**src/rtl/gb3_pkg.sv**
```systemverilog
// ----------------------------------------------------------------------------
// gb3_pkg
// types and fixed constants of the 3x3 gaussian blur stream core
// ----------------------------------------------------------------------------
package gb3_pkg;

   // one rgb pixel, red in the upper byte
   typedef struct packed {
      logic [7:0] red;
      logic [7:0] green;
      logic [7:0] blue;
   } pixel_type;

   // one column of the 3x3 neighborhood, oldest row first
   typedef struct packed {
      pixel_type row_two;
      pixel_type row_one;
      pixel_type row_cur;
   } column_type;

   // request kinds
   localparam logic REQ_FLUSH = 1'b1;

   // register map, index is paddr[2]
   localparam int  PADDR_W         = 3;
   localparam int  PDATA_W         = 32;
   localparam logic REG_IMAGE_WIDTH  = 1'b0;
   localparam logic REG_IMAGE_HEIGHT = 1'b1;

   localparam int WIDTH_BITS  = 11;
   localparam int HEIGHT_BITS = 13;
   localparam logic [WIDTH_BITS-1:0]  WIDTH_RESET  = 11'd640;
   localparam logic [HEIGHT_BITS-1:0] HEIGHT_RESET = 13'd480;
   localparam int MIN_DIM = 3;

   // kernel weights sum to 16
   localparam int KERNEL_SHIFT = 4;

endpackage

```
**src/rtl/gb3_csr.sv**
```systemverilog
// ----------------------------------------------------------------------------
// gb3_csr
// frame size registers on an apb-style port, clamped last column and row
// ----------------------------------------------------------------------------
module gb3_csr import gb3_pkg::*; #(
   parameter  int MAX_WIDTH  = 1024,
   parameter  int MAX_HEIGHT = 4096,
   localparam int CW = $clog2(MAX_WIDTH),
   localparam int RW = $clog2(MAX_HEIGHT)
) (
   input  logic               clock,
   input  logic               reset,
   input  logic               psel,
   input  logic               penable,
   input  logic               pwrite,
   input  logic [PADDR_W-1:0] paddr,
   input  logic [PDATA_W-1:0] pwdata,
   output logic [PDATA_W-1:0] prdata,
   output logic               pready,
   output logic [CW-1:0]      width_last,
   output logic [RW-1:0]      height_last
);

   localparam int WCMP = (CW + 1 > WIDTH_BITS) ? CW + 1 : WIDTH_BITS;
   localparam int HCMP = (RW + 1 > HEIGHT_BITS) ? RW + 1 : HEIGHT_BITS;

   logic [WIDTH_BITS-1:0]  image_width_ff, image_width_in;
   logic [HEIGHT_BITS-1:0] image_height_ff, image_height_in;
   logic                   reg_index;
   logic                   wr_transfer;
   logic [WCMP-1:0]        width_ext;
   logic [HCMP-1:0]        height_ext;

   assign pready      = 1'b1;
   assign reg_index   = paddr[2];
   assign wr_transfer = psel & penable & pwrite & pready;

   always_comb begin
      image_width_in  = image_width_ff;
      image_height_in = image_height_ff;
      if (wr_transfer) begin
         case (reg_index)
            REG_IMAGE_WIDTH:  image_width_in  = pwdata[WIDTH_BITS-1:0];
            REG_IMAGE_HEIGHT: image_height_in = pwdata[HEIGHT_BITS-1:0];
            default: ;
         endcase
      end
   end

   always_ff @(posedge clock) begin
      if (reset) begin
         image_width_ff  <= WIDTH_RESET;
         image_height_ff <= HEIGHT_RESET;
      end else begin
         image_width_ff  <= image_width_in;
         image_height_ff <= image_height_in;
      end
   end

   always_comb begin
      case (reg_index)
         REG_IMAGE_WIDTH:  prdata = PDATA_W'(image_width_ff);
         REG_IMAGE_HEIGHT: prdata = PDATA_W'(image_height_ff);
         default:          prdata = '0;
      endcase
   end

   // clamp to [3, max] and hand out size minus one
   assign width_ext  = WCMP'(image_width_ff);
   assign height_ext = HCMP'(image_height_ff);

   always_comb begin
      if (width_ext < WCMP'(MIN_DIM)) begin
         width_last = CW'(MIN_DIM - 1);
      end else if (width_ext > WCMP'(MAX_WIDTH)) begin
         width_last = CW'(MAX_WIDTH - 1);
      end else begin
         width_last = CW'(width_ext - WCMP'(1));
      end
      if (height_ext < HCMP'(MIN_DIM)) begin
         height_last = RW'(MIN_DIM - 1);
      end else if (height_ext > HCMP'(MAX_HEIGHT)) begin
         height_last = RW'(MAX_HEIGHT - 1);
      end else begin
         height_last = RW'(height_ext - HCMP'(1));
      end
   end

endmodule

```
**config.mk**
```make
export PLATFORM = sky130hd
export DESIGN_NAME = gb3_csr
export DESIGN_NICKNAME = d
export VERILOG_FILES = /design/src/rtl/gb3_pkg.sv /design/src/rtl/gb3_csr.sv
export SDC_FILE = /design/constraint.sdc
export NUM_CORES = 1
export LEC_CHECK = 0
export ABC_AREA = 1
export ABC_CLOCK_PERIOD_IN_PS = 3000
export BUFFER_PORTS_ARGS = -buffer_cell sky130_fd_sc_hd__clkbuf_2
export CAP_MARGIN = 20
export CELL_PAD_IN_SITES_DETAIL_PLACEMENT = 1
export CELL_PAD_IN_SITES_GLOBAL_PLACEMENT = 1
export CORE_MARGIN = 5
export CORE_UTILIZATION = 32
export CTS_BUF_LIST = sky130_fd_sc_hd__clkbuf_16
export CTS_CLUSTER_SIZE = 10
export DETAILED_ROUTE_END_ITERATION = 8
export PLACE_DENSITY_LB_ADDON = 0.25
export REMOVE_ABC_BUFFERS = 1
export SKIP_LAST_GASP = 1
export SLEW_MARGIN = 0
export SYNTH_ARGS = -nofsm -noshare
export SYNTH_HDL_FRONTEND = slang
export SYNTH_SLANG_ARGS = --single-unit
```
**constraint.sdc**
```tcl
create_clock -name clock -period 3 [get_ports clock]
set_clock_uncertainty 0.05 [all_clocks]
set_input_delay 0.45 -clock clock [delete_from_list [all_inputs] [get_ports clock]]
set_output_delay 0.45 -clock clock [all_outputs]
set_load 0.05 [all_outputs]
```
---- After elaboration in Yosys (flattened, before gate mapping) ----
Cells that the tools add are included.
word-level totals
  register bits after elaboration ......... 24
  bits of input ports ..................... 40
  output and inout port bits .............. 55
  logic and storage cells ................. 18
operators by class
  $add $sub $neg .......................... 2
  $lt $le $gt $ge ......................... 4
  multiplexer cells ....................... 5
  bitwise operators ....................... 3
  reduce and logical (&&, ||, !) cells .... 2
operators with widths
  kind                                                                           count
  32-bit one-hot mux with 2 select lines                                         1
  12-bit two-way mux                                                             2
  10-bit two-way mux                                                             2
  13-bit > comparator, second input constant                                     1
  13-bit by 2-bit less-than comparator with 1-bit output, second input constant  1
  12-bit by 1-bit subtractor with 12-bit output, second input constant           1
  11-bit > comparator, second input constant                                     1
  11-bit by 2-bit less-than comparator with 1-bit output, second input constant  1
  10-bit by 1-bit subtractor with 10-bit output, second input constant           1
  2-bit AND reduction                                                            2
  1-bit bitwise AND                                                              2
  1-bit inverter                                                                 1

---- Logic depth before layout (Yosys ltp) ----
  word-level depth ........................ 3
  mapped depth ............................ 9
  gate-level depth less buffers ........... 9

---- Least setup slack after synthesis ----
OpenSTA, ideal clock, no wires.
  kind .................................... in2out
  start ................................... input paddr[2]
  end ..................................... output prdata[0]
  arrival ................................. 1.880 ns
  required time ........................... 2.500 ns
  setup slack ............................. 0.620 ns
  cell stages on the path ................. 3
  path buffers ............................ 2
  cell sequence ........................... buf_4 clkbuf_1 o21ai_0
on the way
  longest elaborated chain between the ends .. 2
RTL lines
  element                                   RTL line       text
  start, declared                           gb3_csr.sv:16  input logic [PADDR_W-1:0] paddr,
  1-bit inverter                            --
  32-bit one-hot mux with 2 select lines *  gb3_csr.sv:61  case (reg_index)
  end, declared                             gb3_csr.sv:18  output logic [PDATA_W-1:0] prdata,
Mark *: on every way between the ends. The rest lies on a longest branch, timed or not. The select of a mux whose other input is x is not followed.

---- Worst setup path after layout ----
  start ................................... register image_width_ff[0]
  end ..................................... output width_last[2]
on the way
  longest elaborated chain between the ends .. 3
  elaborated cells on any way between the ends .. 5
  those cells by class .................... add/sub (1); order compare (2); mux (2)
RTL lines
  element                                                                               RTL line                      text
  start, declared                                                                       gb3_csr.sv:27                 logic [WIDTH_BITS-1:0] image_width_ff, image_width_in;
  start signal, assigned                                                                gb3_csr.sv:55                 image_width_ff <= image_width_in;
  10-bit by 1-bit subtractor with 10-bit output or 11-bit > comparator (tied branches)  gb3_csr.sv:78, gb3_csr.sv:75
  10-bit two-way mux                                                                    gb3_csr.sv:75                 end else if (width_ext > WCMP'(MAX_WIDTH)) begin
  10-bit two-way mux *                                                                  gb3_csr.sv:73                 if (width_ext < WCMP'(MIN_DIM)) begin
  end, declared                                                                         gb3_csr.sv:20                 output logic [CW-1:0] width_last,
Mark *: on every way between the ends. The rest lies on a longest branch, timed or not.

==> impl_metrics.env <==
export IMPL_final_layout_size_suffix_gt1_share_pct=24.9
export IMPL_ios=95
export IMPL_post_cts_resized=0
export IMPL_cp_start_kind="flip-flop"
export IMPL_final_common_cell="clkbuf_2"
export IMPL_synth_top_area_share_pct=25.9
export IMPL_netlist_instances=289
export IMPL_grt_usage_pct=15.5
export IMPL_die_h_um=86.1
export IMPL_rows=27
export IMPL_rsz0062_at_grt="no"
export IMPL_routedWlPerCell_um=13.4
export IMPL_antenna_left=0
export IMPL_grt_ovfl_total=0
export IMPL_syn_area_um2=1850
export IMPL_dpl_cell_area_um2=2090
export IMPL_dr_pass1_iters=4
export IMPL_die_w_um=86.1
export IMPL_place_congestion=0.817
export IMPL_insertion_delay_ns=0.25
export IMPL_antenna_found_initial=0
export IMPL_die_area_um2=7410
export IMPL_tightest_slew_ns=0.504
export IMPL_syn_to_final_growth_pct=16.9
export IMPL_hold_violations=0
export IMPL_numPortBuffers=53
export IMPL_cts_setup_buffers=0
export IMPL_power_density_nw_per_um2=469
export IMPL_worstPathRequired_ns=2.50
export IMPL_grt_pass1_wl_mm=9.40
export IMPL_slew_violations=0
export IMPL_clock_path_buffers=2
export IMPL_cap_violations=0
export IMPL_insertedDiodeCount=0
export IMPL_cp_end_kind="primary output"
export IMPL_dr_max_layer_used="met4"
export IMPL_worstPathArrival_ns=2.08
export IMPL_worst_hold_path_type="in -> reg"
export IMPL_syn_area_per_cell_um2=6.41
export IMPL_grt_pass1_vias=1990
export IMPL_period_needed_ns=2.58
export IMPL_fmax_mhz=388
export IMPL_core_area_um2=5570
export IMPL_path_max_fanout=9
export IMPL_grt_max_degree=27
export IMPL_start_util_pct=33.2
export IMPL_nFillCells=789
export IMPL_synth_yosys_seq_area_share_pct=25.9
export IMPL_met3_length_um=247
export IMPL_path_class="reg -> out"
export IMPL_design_area_um2=2160
export IMPL_leakagePower_nw=1.10
export IMPL_htreeDepth=1
export IMPL_ir_drop_mv=0.194
export IMPL_cts_tree="done"
export IMPL_avgViaCountPerCell=4.72
export IMPL_drt_initial_drc_count=51
export IMPL_wirelength_mm=5.48
export IMPL_cts_root_buf="clkbuf_16"
export IMPL_power_total_mw=1.02
export IMPL_yosysWarnings=0
export IMPL_cts_buffers=3
export IMPL_dp_hpwl_mm=4.48
export IMPL_postCtsHoldBufs=0
export IMPL_cts_sinks=24
export IMPL_nets=382
export IMPL_final_cell_mix="clkbuf_2, nand2_1, o21ai_0"
export IMPL_ys_types=28
export IMPL_setup_tns_ns=0
export IMPL_drc=0
export IMPL_slew_headroom_pct=66.4
export IMPL_synthTopCellsByArea="dfxtp_1, nand2_1, o21ai_0"
export IMPL_wl_met1_mm=2.61
export IMPL_clkTransAtPathRegs_ns=0.06
export IMPL_outcome="completed"
export IMPL_synth_seq_cells=24
export IMPL_fin_crit_sh_pct=85.9
export IMPL_vias=1932
export IMPL_yosysTopAreaCell="dfxtp_1"
export IMPL_wl_met2_mm=2.59
export IMPL_final_setup_viol_count=0
state kept, by name (all words and copies together) (netlist names):
signal          count
height_ext         13
image_width_ff     11
layout make-up:
cell class              count  area (um2)  area share, %
inverters                  36         135           6.24
well taps                  72        90.1           4.16
repair buffers             53         265           12.3
multi-input cells         221        1120           51.7
clock buffers               3        75.1           3.47
flip-flops and latches     24         480           22.2
logic make-up after synthesis:
| kind of cell | count (synthesis) | share of synthesized area (%) |
|---|---|---|
| fa+ha+maj | 3 | 2.03 |
| flops | 24 | 25.9 |
| other cells | 2 | 0.406 |
| compound gates | 74 | 20.7 |
| simple gates | 116 | 29.8 |
| buf+inv | 62 | 17.3 |
| xor+xnor | 8 | 3.78 |
path summary, 6_finish.rpt:
check / start / to / slack, ns / cells past startpoint
min reg2reg: height_ext[3]$_SDFFE_PP0P_ / height_ext[3]$_SDFFE_PP0P_ / 0.49 / 2
max: image_width_ff[0]$_SDFFE_PP0P_ / width_last[2] / 0.42 / 8
max reg2reg: height_ext[7]$_SDFFE_PP1P_ / height_ext[7]$_SDFFE_PP1P_ / 2.12 / 2
min: pwdata[12] / height_ext[12]$_SDFFE_PP0P_ / 0.37 / 3
synth_stat cells, drive strengths merged:
library cell  number
nand2             55
o21ai             39
nor2              38
inv               36
a21oi             34
dfxtp             24
buf               23
nand3             17
xnor2              4
xor2               4
clkbuf             3
ha                 3
conb               2
nand3b             2
nand4              2
nor3               2
o211ai             1
worst max-delay path: stages, from the launching register on:
cell	delay [ns]
dfxtp_1	0.31
inv_1	0.21
ha_1	0.25
nand2_2	0.07
nor2_2	0.22
nand2_2	0.12
o21ai_4	0.27
a21oi_1	0.11
clkbuf_2	0.26
where the power goes:
part / internal, mW / switching, mW / total [mW]
combinational: 0.0804 / 0.303 / 0.383
clock: 0.176 / 0.113 / 0.290
sequential: 0.330 / 0.0127 / 0.343
total: 0.587 / 0.428 / 1.02
stage by stage:
| step | hold slack (ns) | utilization, % | instances | setup slack (ns) |
|---|---|---|---|---|
| 2_1_floorplan | 0.432 | - | 281 | 0.659 |
| 3_3_place_gp | 0.477 | 37.5 | 406 | 0.723 |
| 3_5_place_dp | 0.479 | 37.5 | 406 | 0.710 |
| 4_1_cts | 0.368 | 38.8 | 409 | 0.430 |
| 5_1_grt | 0.395 | 38.8 | 409 | 0.291 |
| 6_report | 0.366 | 38.8 | 409 | 0.424 |
routing by layer:
| layer | global-route usage, % | up-vias |
|---|---|---|
| li1 | - | 988 |
| met1 | 20.3 | 892 |
| met2 | 27.2 | 48 |
| met3 | 2.50 | 4 |
| met4 | 2.59 | 0 |
| met5 | 0 | - |
Note: power is estimated with default switching activity, not from simulation.
