--- config.mk ---
export PLATFORM = sky130hd
export DESIGN_NAME = gb3_kernel
export DESIGN_NICKNAME = d
export VERILOG_FILES = /design/src/rtl/gb3_pkg.sv /design/src/rtl/gb3_kernel.sv
export SDC_FILE = /design/constraint.sdc
export NUM_CORES = 1
export LEC_CHECK = 0
export BUFFER_PORTS_ARGS = -buffer_cell sky130_fd_sc_hd__buf_2
export CAP_MARGIN = 5
export CORE_AREA = 2 2 166 87
export DETAILED_ROUTE_END_ITERATION = 16
export DIE_AREA = 0 0 168 89
export PLACE_DENSITY_LB_ADDON = 0.2
export SLEW_MARGIN = 20
export SYNTH_ARGS = -nofsm -noshare
export SYNTH_HDL_FRONTEND = slang
export SYNTH_SLANG_ARGS = --single-unit
export TNS_END_PERCENT = 30
--- constraint.sdc ---
create_clock -name vclk -period 13.5
set_input_delay 2.025 -clock vclk [all_inputs]
set_output_delay 2.025 -clock vclk [all_outputs]
set_load 0.02 [all_outputs]
--- src/rtl/gb3_pkg.sv ---
// ----------------------------------------------------------------------------
// gb3_pkg
// types and fixed constants of the 3x3 gaussian blur stream core
// ----------------------------------------------------------------------------
package gb3_pkg;

   // one rgb pixel, red in the upper byte
   typedef struct packed {
      logic [7:0] red;
      logic [7:0] green;
      logic [7:0] blue;
   } pixel_type;

   // one column of the 3x3 neighborhood, oldest row first
   typedef struct packed {
      pixel_type row_two;
      pixel_type row_one;
      pixel_type row_cur;
   } column_type;

   // request kinds
   localparam logic REQ_FLUSH = 1'b1;

   // register map, index is paddr[2]
   localparam int  PADDR_W         = 3;
   localparam int  PDATA_W         = 32;
   localparam logic REG_IMAGE_WIDTH  = 1'b0;
   localparam logic REG_IMAGE_HEIGHT = 1'b1;

   localparam int WIDTH_BITS  = 11;
   localparam int HEIGHT_BITS = 13;
   localparam logic [WIDTH_BITS-1:0]  WIDTH_RESET  = 11'd640;
   localparam logic [HEIGHT_BITS-1:0] HEIGHT_RESET = 13'd480;
   localparam int MIN_DIM = 3;

   // kernel weights sum to 16
   localparam int KERNEL_SHIFT = 4;

endpackage

--- src/rtl/gb3_kernel.sv ---
// ----------------------------------------------------------------------------
// gb3_kernel
// 1-2-1 by 1-2-1 weighted sum over a 3x3 window, divided by 16, per channel
// ----------------------------------------------------------------------------
module gb3_kernel import gb3_pkg::*; (
   input  column_type left_col,
   input  column_type mid_col,
   input  column_type right_col,
   output pixel_type  blur
);

   function automatic logic [9:0] col_weight(input logic [7:0] top,
                                             input logic [7:0] mid,
                                             input logic [7:0] bot);
      col_weight = {2'b00, top} + {1'b0, mid, 1'b0} + {2'b00, bot};
   endfunction

   function automatic logic [7:0] kernel_out(input logic [9:0] l,
                                             input logic [9:0] m,
                                             input logic [9:0] r);
      logic [11:0] total;
      total      = {2'b00, l} + {1'b0, m, 1'b0} + {2'b00, r};
      kernel_out = 8'(total >> KERNEL_SHIFT);
   endfunction

   always_comb begin
      blur.red = kernel_out(
         col_weight(left_col.row_two.red, left_col.row_one.red, left_col.row_cur.red),
         col_weight(mid_col.row_two.red, mid_col.row_one.red, mid_col.row_cur.red),
         col_weight(right_col.row_two.red, right_col.row_one.red, right_col.row_cur.red));
      blur.green = kernel_out(
         col_weight(left_col.row_two.green, left_col.row_one.green,
                    left_col.row_cur.green),
         col_weight(mid_col.row_two.green, mid_col.row_one.green, mid_col.row_cur.green),
         col_weight(right_col.row_two.green, right_col.row_one.green,
                    right_col.row_cur.green));
      blur.blue = kernel_out(
         col_weight(left_col.row_two.blue, left_col.row_one.blue, left_col.row_cur.blue),
         col_weight(mid_col.row_two.blue, mid_col.row_one.blue, mid_col.row_cur.blue),
         col_weight(right_col.row_two.blue, right_col.row_one.blue,
                    right_col.row_cur.blue));
   end

endmodule

[After elaboration in Yosys (flattened, before gate mapping)]
Index checks and enable logic that the tools add are counted.
Cells by class
  add/sub/neg operators: 24
  multiply operators: 0
  div/mod/pow operators: 0
  magnitude comparators: 0
  equal/unequal tests: 0
  shifts and indexed selects: 0
  muxes and demuxes: 0
  bitwise gates (word level): 0
  reduce and logical (&&, ||, !) cells: 0
Operator list (count)
  $add 10x8->10: 9
  $add 8x9->10: 9
  $add 10x11->12: 3
  $add 12x10->12: 3
Word-level totals
  flip-flop bits (word level): 0
  latch bits: 0
  RAM bits: 0
  bits in read-only memories: 0
  input port bits: 216
  logic and storage cells: 24
  memories: 0

[Logic depth before layout (Yosys ltp)]
Gate-level depths: netlist of run 1.
  depth after elaboration: 4
  depth in mapped cells: 21
  mapped depth without buffers: 21

[Worst setup path before layout of run 1]
OpenSTA, ideal clock, no wires.
  path type: input port to output port
  from: input port mid_col[17] (netlist bit)
  to: output port blur[23] (netlist bit)
  data arrival time: 6.612 ns
  path slack: 4.863 ns
  cell stages on the path: 21
  buffers on the path: 0
  path through: fa_1 -> ha_1 -> inv_1 -> fa_1 -> nor2b_1 -> o21ai_0 -> a21oi_1 -> o21ai_0 -> a21oi_1 -> fa_1 -> ha_1 -> inv_1 -> fa_1 -> inv_1 -> ha_1 -> ha_1 -> a21o_1 -> a21oi_1 -> o21ba_2 -> o31ai_4 -> xor2_1
RTL lines
  from (decl): line gb3_kernel.sv:7  | input column_type mid_col,
  to (decl): line gb3_kernel.sv:9  | output pixel_type blur

==> metrics.txt, run 1 <==
# TYPE chip_impl_metric gauge
chip_impl_info{name="run_status",value="completed"} 1
chip_impl_info{name="crit_slowest_cell",value="fa_1"} 1
chip_impl_metric{name="design.seq.count",unit=""} 0
chip_impl_info{name="setup.worst_path.end_class",value="output pin"} 1
chip_impl_metric{name="grt_remaining_overflow",unit=""} 0
chip_impl_metric{name="report.power.total",unit="mW"} 1.876
chip_impl_metric{name="cts_hold_repair.buffers",unit=""} 0
chip_impl_info{name="min_from",value="mid_col[64]"} 1
chip_impl_metric{name="grt_first_pass_wirelength",unit="mm"} 18.71
chip_impl_metric{name="worst-endpoint-arrival",unit="ns"} 7.16
chip_impl_metric{name="synthesis.area",unit="mm²"} 0.005303
chip_impl_metric{name="holdPathStages",unit=""} 6
chip_impl_metric{name="detail_route.vias_per_cell",unit=""} 4.420
chip_impl_metric{name="gp_congestion",unit=""} 0.7724
chip_impl_info{name="timing_worst_setup_path_type",value="primary input to output pin"} 1
chip_impl_metric{name="dpl.hpwl",unit="mm"} 10.71
chip_impl_metric{name="finalNetCount",unit=""} 1192
chip_impl_metric{name="insertedDiodeCount",unit=""} 0
chip_impl_metric{name="std_cell_rows",unit=""} 30
chip_impl_metric{name="synthesis.instances",unit=""} 531
chip_impl_metric{name="number_of_setup_violations_in_the_final_report",unit=""} 0
chip_impl_metric{name="slew_viol_final",unit=""} 0
chip_impl_metric{name="globalRouteTotalUtil",unit=""} 0.1503
chip_impl_metric{name="p_leak",unit="nW"} 3.790
chip_impl_metric{name="ir_drop",unit="µV"} 742.5
chip_impl_info{name="grt_setup_unrepaired",value="no"} 1
chip_impl_metric{name="area_added_between_synthesis_and_finish",unit="%"} 26.59
chip_impl_metric{name="floorplan.die.width",unit="µm"} 168
chip_impl_metric{name="core-area",unit="mm²"} 0.01333
chip_impl_metric{name="worstPathMaxFanout",unit=""} 4
chip_impl_metric{name="syn_warnings",unit=""} 0
chip_impl_metric{name="yosys.cell_types.count",unit=""} 38
chip_impl_metric{name="cts.repair_timing.setup_buffer_count",unit=""} 0
chip_impl_metric{name="sequential_area",unit="µm²"} 0
chip_impl_metric{name="grt_antenna_before_repair",unit=""} 0
chip_impl_metric{name="worst_slew_pin_slew",unit="ns"} 0.4463
chip_impl_info{name="worstHoldEndpoint",value="blur[16]"} 1
chip_impl_metric{name="p_per_area",unit="mW/mm²"} 279.5
chip_impl_info{name="timing.critical_path.cells",value="buf_2 -> fa_1 -> ha_1 -> inv_1 -> fa_1 -> nor2b_1 -> o21ai_0 -> a21boi_0 -> o21ai_0 -> a21oi_1 -> fa_1 -> ha_1 -> inv_1 -> fa_1 -> inv_1 -> ha_1 -> ha_1 -> a21o_1 -> a21oi_1 -> o21ba_2 -> o31ai_1 -> xor2_1 -> buf_2"} 1
chip_impl_metric{name="ios",unit=""} 240
chip_impl_metric{name="drt_pre_antenna_iters",unit=""} 4
chip_impl_metric{name="drt.antenna.violating_nets",unit=""} 0
chip_impl_metric{name="wl",unit="mm"} 10.90
chip_impl_metric{name="syn_nets",unit=""} 951
chip_impl_metric{name="final-hold-violation-count",unit=""} 0
chip_impl_metric{name="die_area",unit="mm²"} 0.01495
chip_impl_metric{name="drt-initial-drc-count",unit=""} 60
chip_impl_metric{name="cpPeakStageDelay",unit="ns"} 0.53
chip_impl_metric{name="initial_utilization",unit=""} 0.3979
chip_impl_metric{name="vias",unit=""} 4181
chip_impl_metric{name="dieHeight",unit="µm"} 89
chip_impl_metric{name="grt_pass1_vias",unit=""} 4332
chip_impl_metric{name="cts-resized-gates",unit=""} 0
chip_impl_metric{name="yosysSeqAreaShare",unit=""} 0
chip_impl_metric{name="grt_max_degree",unit=""} 6
chip_impl_metric{name="maxSlewHeadroom",unit=""} 0.6998
chip_impl_info{name="worstHoldPathType",value="primary input to output pin"} 1
chip_impl_metric{name="drive_above_1_share",unit=""} 0.3286
chip_impl_metric{name="nClkBuffers",unit=""} 0
chip_impl_metric{name="post-route-min-period",unit="ns"} 9.181
chip_impl_metric{name="avgRoutedWirePerCell",unit="µm"} 11.52
chip_impl_metric{name="post-route-drc-count",unit=""} 0
chip_impl_metric{name="crit_required",unit="ns"} 11.48
chip_impl_metric{name="fmax",unit="MHz"} 108.9
chip_impl_metric{name="finalSetupTns",unit="ns"} 0
chip_impl_metric{name="timing.max_cap.violations",unit=""} 0
chip_impl_metric{name="port_buffers",unit=""} 240
chip_impl_info{name="startpoint_type",value="primary input"} 1
chip_impl_metric{name="timing.final.crit_share",unit=""} 0.6801
chip_impl_metric{name="syn-mean-instance-area",unit="µm²"} 9.986
[cells by family after synthesis]
| group | Yosys count | share of synthesized area |
|---|---|---|
| xor+xnor | 37 | 0.06111 |
| buf+inv | 170 | 0.1218 |
| simple gates | 52 | 0.05592 |
| fa+ha+maj | 204 | 0.6725 |
| compound gates | 68 | 0.08872 |
[power by group]
part	switching, mW	internal [mW]
sequential	0	0
clock	0	0
combinational	1.13	0.745
total	1.13	0.745
[worst max path at each step]
stage,endpoint,start
CTS,blur[7],mid_col[1]
global placement,blur[7],mid_col[1]
detailed placement,blur[7],mid_col[1]
global route,blur[7],mid_col[1]
finish,blur[7],mid_col[1]
floorplan,blur[23],mid_col[17]
[synth_stat cells, drive strengths merged, types with 3 or more instances]
cell type,count,area [µm²]
o22a,3,26.28
o21bai,4,33.78
o31a,3,26.28
ha,69,863.3
or2,4,25.02
xnor2,20,175.2
a211oi,3,22.52
or3,4,25.02
a21o,6,45.04
xor2,17,148.9
o22ai,4,25.02
a21oi,18,97.60
and4b,3,30.03
nand2b,6,40.04
nor2b,3,18.77
and2,3,18.77
nor2,12,47.55
nand3,6,30.03
fa,135,2703
nand2,5,18.77
o21a,4,30.03
inv,169,634.4
o21ai,15,75.07
[critical path, delay by kind of cell]
kind	cells	cell delay, ns
adders and majority gates	8	2.93
and+or+nand+nor	1	0.12
xor gates and xnor gates	1	0.16
buffers and inverters	5	0.45
AOI/OAI and AO/OA	8	1.45
[layout by cell type, fill, tap and decap left out]
cell      netlist  routed
a211o_1         1       1
a211oi_1        3       3
a21boi_0        1       1
a21o_1          6       6
a21oi_1        16      16
a21oi_2         2       2
and2_1          3       3
and3_1          2       2
and4_1          2       2
and4b_1         3       3
buf_2           0     240
fa_1          135     135
ha_1           69      69
inv_1         169     169
nand2_1         5       5
nand2b_1        5       5
nand2b_2        1       1
nand3_1         6       6
nand4_1         2       2
nor2_1         11      11
nor2_2          1       1
nor2b_1         3       3
o21a_1          4       4
o21ai_0        15      15
o21ba_2         2       2
o21bai_1        3       3
o21bai_2        1       1
o221ai_1        1       1
o221ai_2        1       1
o22a_1          3       3
o22ai_1         4       4
o31a_1          3       3
o31ai_1         1       1
o31ai_4         1       1
or2_2           4       4
or3_1           4       4
xnor2_1        20      20
xor2_1         17      17
[per-layer routing]
layer | vias to the layer above | track usage | wire length [µm]
li1 | 2091 | - | -
met1 | 1981 | 0.2004 | 4758
met2 | 107 | 0.2896 | 5572
met3 | 2 | 0.01107 | 551
met4 | 0 | 0.002372 | 15
met5 | - | 0 | 0
[stage by stage]
stage               area, µm²  setup slack [ns]  utilization  cells  hold WS, ns
detailed placement       6713             4.315       0.5038    946        4.836
CTS                      6713             4.296       0.5038    946        4.845
finish                   6713             4.319       0.5038    946        4.835
global route             6713             3.999       0.5038    946        4.877
floorplan                5303             4.863            -    531        4.599
global placement         6713             4.452       0.5038    946        4.826
[layout make-up]
type                            count  area [µm²]
Timing Repair Buffer              240        1201
Multi-Input combinational cell    361        4657
Inverter                          169       634.4
Fill cell                        1299        6613
Tap cell                          176       220.2
No activity file was read; power rests on OpenSTA's default activity.
==> run 2, diff against run 1 <==
- clock period: 13.5 -> 8.9 ns (I/O delays scaled with it)
==> run 2 against run 1 <==
- critical path depth is the same
- clock-buffer cell count is the same
- wire length shrank 0.95%
- global-route usage is essentially flat
- cell count is the same
- critical endpoint unchanged
- largest cell class unchanged
==> metrics.txt, run 2 (synthesis results as in run 1) <==
# TYPE chip_impl_metric gauge
chip_impl_info{name="run_status",value="completed"} 1
chip_impl_metric{name="cpPeakStageDelay",unit="ns"} 0.53
chip_impl_metric{name="drt-initial-drc-count",unit=""} 51
chip_impl_metric{name="insertedDiodeCount",unit=""} 0
chip_impl_metric{name="die_area",unit="mm²"} 0.01495
chip_impl_metric{name="area_added_between_synthesis_and_finish",unit="%"} 26.59
chip_impl_metric{name="maxSlewHeadroom",unit=""} 0.7109
chip_impl_metric{name="gp_congestion",unit=""} 0.7724
chip_impl_metric{name="ios",unit=""} 240
chip_impl_info{name="critical-path-top-delay-family",value="adder cells"} 1
chip_impl_metric{name="design.seq.count",unit=""} 0
chip_impl_metric{name="cts.repair_timing.setup_buffer_count",unit=""} 0
chip_impl_metric{name="crit_required",unit="ns"} 7.57
chip_impl_metric{name="initial_utilization",unit=""} 0.3979
chip_impl_metric{name="p_leak",unit="nW"} 3.790
chip_impl_metric{name="grt_pass1_vias",unit=""} 4380
chip_impl_metric{name="port_buffers",unit=""} 240
chip_impl_metric{name="seq_power_share",unit=""} 0
chip_impl_info{name="min_from",value="mid_col[64]"} 1
chip_impl_metric{name="vias",unit=""} 4158
chip_impl_metric{name="grt_max_degree",unit=""} 6
chip_impl_metric{name="fmax",unit="MHz"} 128.0
chip_impl_info{name="worstHoldPathType",value="primary input to output pin"} 1
chip_impl_metric{name="floorplan.die.width",unit="µm"} 168
chip_impl_info{name="crit_slowest_cell",value="fa_1"} 1
chip_impl_metric{name="post-route-min-period",unit="ns"} 7.812
chip_impl_metric{name="final-hold-violation-count",unit=""} 0
chip_impl_info{name="worstHoldEndpoint",value="blur[16]"} 1
chip_impl_metric{name="std_cell_rows",unit=""} 30
chip_impl_metric{name="power.share.clock",unit=""} 0
chip_impl_metric{name="drt.antenna.violating_nets",unit=""} 0
chip_impl_metric{name="intPower",unit="mW"} 1.129
chip_impl_metric{name="drive_above_1_share",unit=""} 0.3286
chip_impl_metric{name="timing.max_cap.violations",unit=""} 0
chip_impl_metric{name="slew_viol_final",unit=""} 0
chip_impl_metric{name="worstPathMaxFanout",unit=""} 4
chip_impl_info{name="setup.worst_path.end_class",value="output pin"} 1
chip_impl_metric{name="avgRoutedWirePerCell",unit="µm"} 11.41
chip_impl_metric{name="detail_route.vias_per_cell",unit=""} 4.395
chip_impl_metric{name="wl",unit="mm"} 10.80
chip_impl_metric{name="dpl.hpwl",unit="mm"} 10.59
chip_impl_info{name="layout.cells.most_common",value="buf_2"} 1
chip_impl_info{name="startpoint_type",value="primary input"} 1
chip_impl_metric{name="core-area",unit="mm²"} 0.01333
chip_impl_metric{name="power_switching",unit="mW"} 1.716
chip_impl_metric{name="grt_first_pass_wirelength",unit="mm"} 18.71
chip_impl_info{name="timing.critical_path.cells",value="buf_2 -> fa_1 -> ha_1 -> inv_1 -> fa_1 -> nor2b_1 -> o21ai_0 -> a21boi_0 -> o21ai_0 -> a21oi_1 -> fa_1 -> ha_1 -> inv_1 -> fa_1 -> inv_1 -> ha_1 -> ha_1 -> a21o_1 -> a21oi_1 -> o21ba_2 -> o31ai_1 -> xor2_1 -> buf_2"} 1
chip_impl_metric{name="grt_remaining_overflow",unit=""} 0
chip_impl_metric{name="switching_share",unit=""} 0.6032
chip_impl_metric{name="dieHeight",unit="µm"} 89
chip_impl_metric{name="worst_slew_pin_slew",unit="ns"} 0.4299
chip_impl_metric{name="drt_pre_antenna_iters",unit=""} 4
chip_impl_metric{name="critical_path.n_buffers_inverters",unit=""} 5
chip_impl_metric{name="num-fill-cells",unit=""} 1268
chip_impl_metric{name="worst-endpoint-arrival",unit="ns"} 6.48
chip_impl_metric{name="number_of_setup_violations_in_the_final_report",unit=""} 0
chip_impl_metric{name="globalRouteTotalUtil",unit=""} 0.1500
chip_impl_metric{name="sequential_area",unit="µm²"} 0
chip_impl_metric{name="finalSetupTns",unit="ns"} 0
chip_impl_metric{name="cts_hold_repair.buffers",unit=""} 0
chip_impl_metric{name="report.power.total",unit="mW"} 2.844
chip_impl_info{name="final_cell_mix",value="buf_2 (240), inv_1 (169), fa_1 (135)"} 1
chip_impl_metric{name="cts-resized-gates",unit=""} 0
chip_impl_metric{name="ir_drop",unit="µV"} 1020
chip_impl_metric{name="post-route-drc-count",unit=""} 0
chip_impl_metric{name="combPwrFrac",unit=""} 1.000
chip_impl_metric{name="finalNetCount",unit=""} 1192
chip_impl_info{name="grt_setup_unrepaired",value="no"} 1
chip_impl_metric{name="holdPathStages",unit=""} 6
chip_impl_metric{name="p_per_area",unit="mW/mm²"} 423.7
chip_impl_metric{name="timing.final.crit_share",unit=""} 0.8778
chip_impl_info{name="timing_worst_setup_path_type",value="primary input to output pin"} 1
chip_impl_metric{name="grt_antenna_before_repair",unit=""} 0
chip_impl_metric{name="nClkBuffers",unit=""} 0
## run 2: cell counts in the layout (fill, tap and decap cells not counted)
Identical to the previous run, type by type.
## run 2: cell type report
class	instances	area [µm²]	share of cell area
Multi-Input combinational cell	361	4657	0.6938
Tap cell	176	220.2	0.03281
Timing Repair Buffer	240	1201	0.1789
Inverter	169	634.4	0.09450
## run 2: routing by layer
metal | track usage | vias up | routed length, µm
met5 | 0 | - | 0
met4 | 0.009486 | 0 | 72
met1 | 0.1989 | 1946 | 4653
met2 | 0.2855 | 113 | 5465
met3 | 0.01328 | 6 | 603
li1 | - | 2093 | -
## run 2: stage by stage
step           cell area, µm²  cells  utilization  worst slack, ns  hold slack [ns]
2_1_floorplan            5303    531            -            1.643            3.219
3_5_place_dp             6713    946       0.5038            1.098            3.456
6_report                 6713    946       0.5038            1.088            3.460
3_3_place_gp             6713    946       0.5038            1.232            3.446
5_1_grt                  6713    946       0.5038           0.7297            3.505
4_1_cts                  6713    946       0.5038            1.075            3.464
## run 2: power groups by stage
| stage | registers (mW) | clock network [mW] | logic, mW |
|---|---|---|---|
| 4_1_cts | 0 | 0 | 2.90 |
| 5_1_grt | 0 | 0 | 3.19 |
| 2_1_floorplan | 0 | 0 | 2.07 |
| 6_report | 0 | 0 | 2.84 |
| 3_3_place_gp | 0 | 0 | 2.84 |
| 3_5_place_dp | 0 | 0 | 2.88 |
## run 2: how the worst max path moves through the flow
| stage | from | to | slack [ns] | cells after the start |
|---|---|---|---|---|
| finish | mid_col[1] | blur[7] | 1.09 | 23 |
| global placement | mid_col[1] | blur[7] | 1.23 | 23 |
| detailed placement | mid_col[1] | blur[7] | 1.10 | 23 |
| floorplan | mid_col[17] | blur[23] | 1.64 | 21 |
| CTS | mid_col[1] | blur[7] | 1.07 | 23 |
| global route | mid_col[1] | blur[7] | 0.73 | 23 |
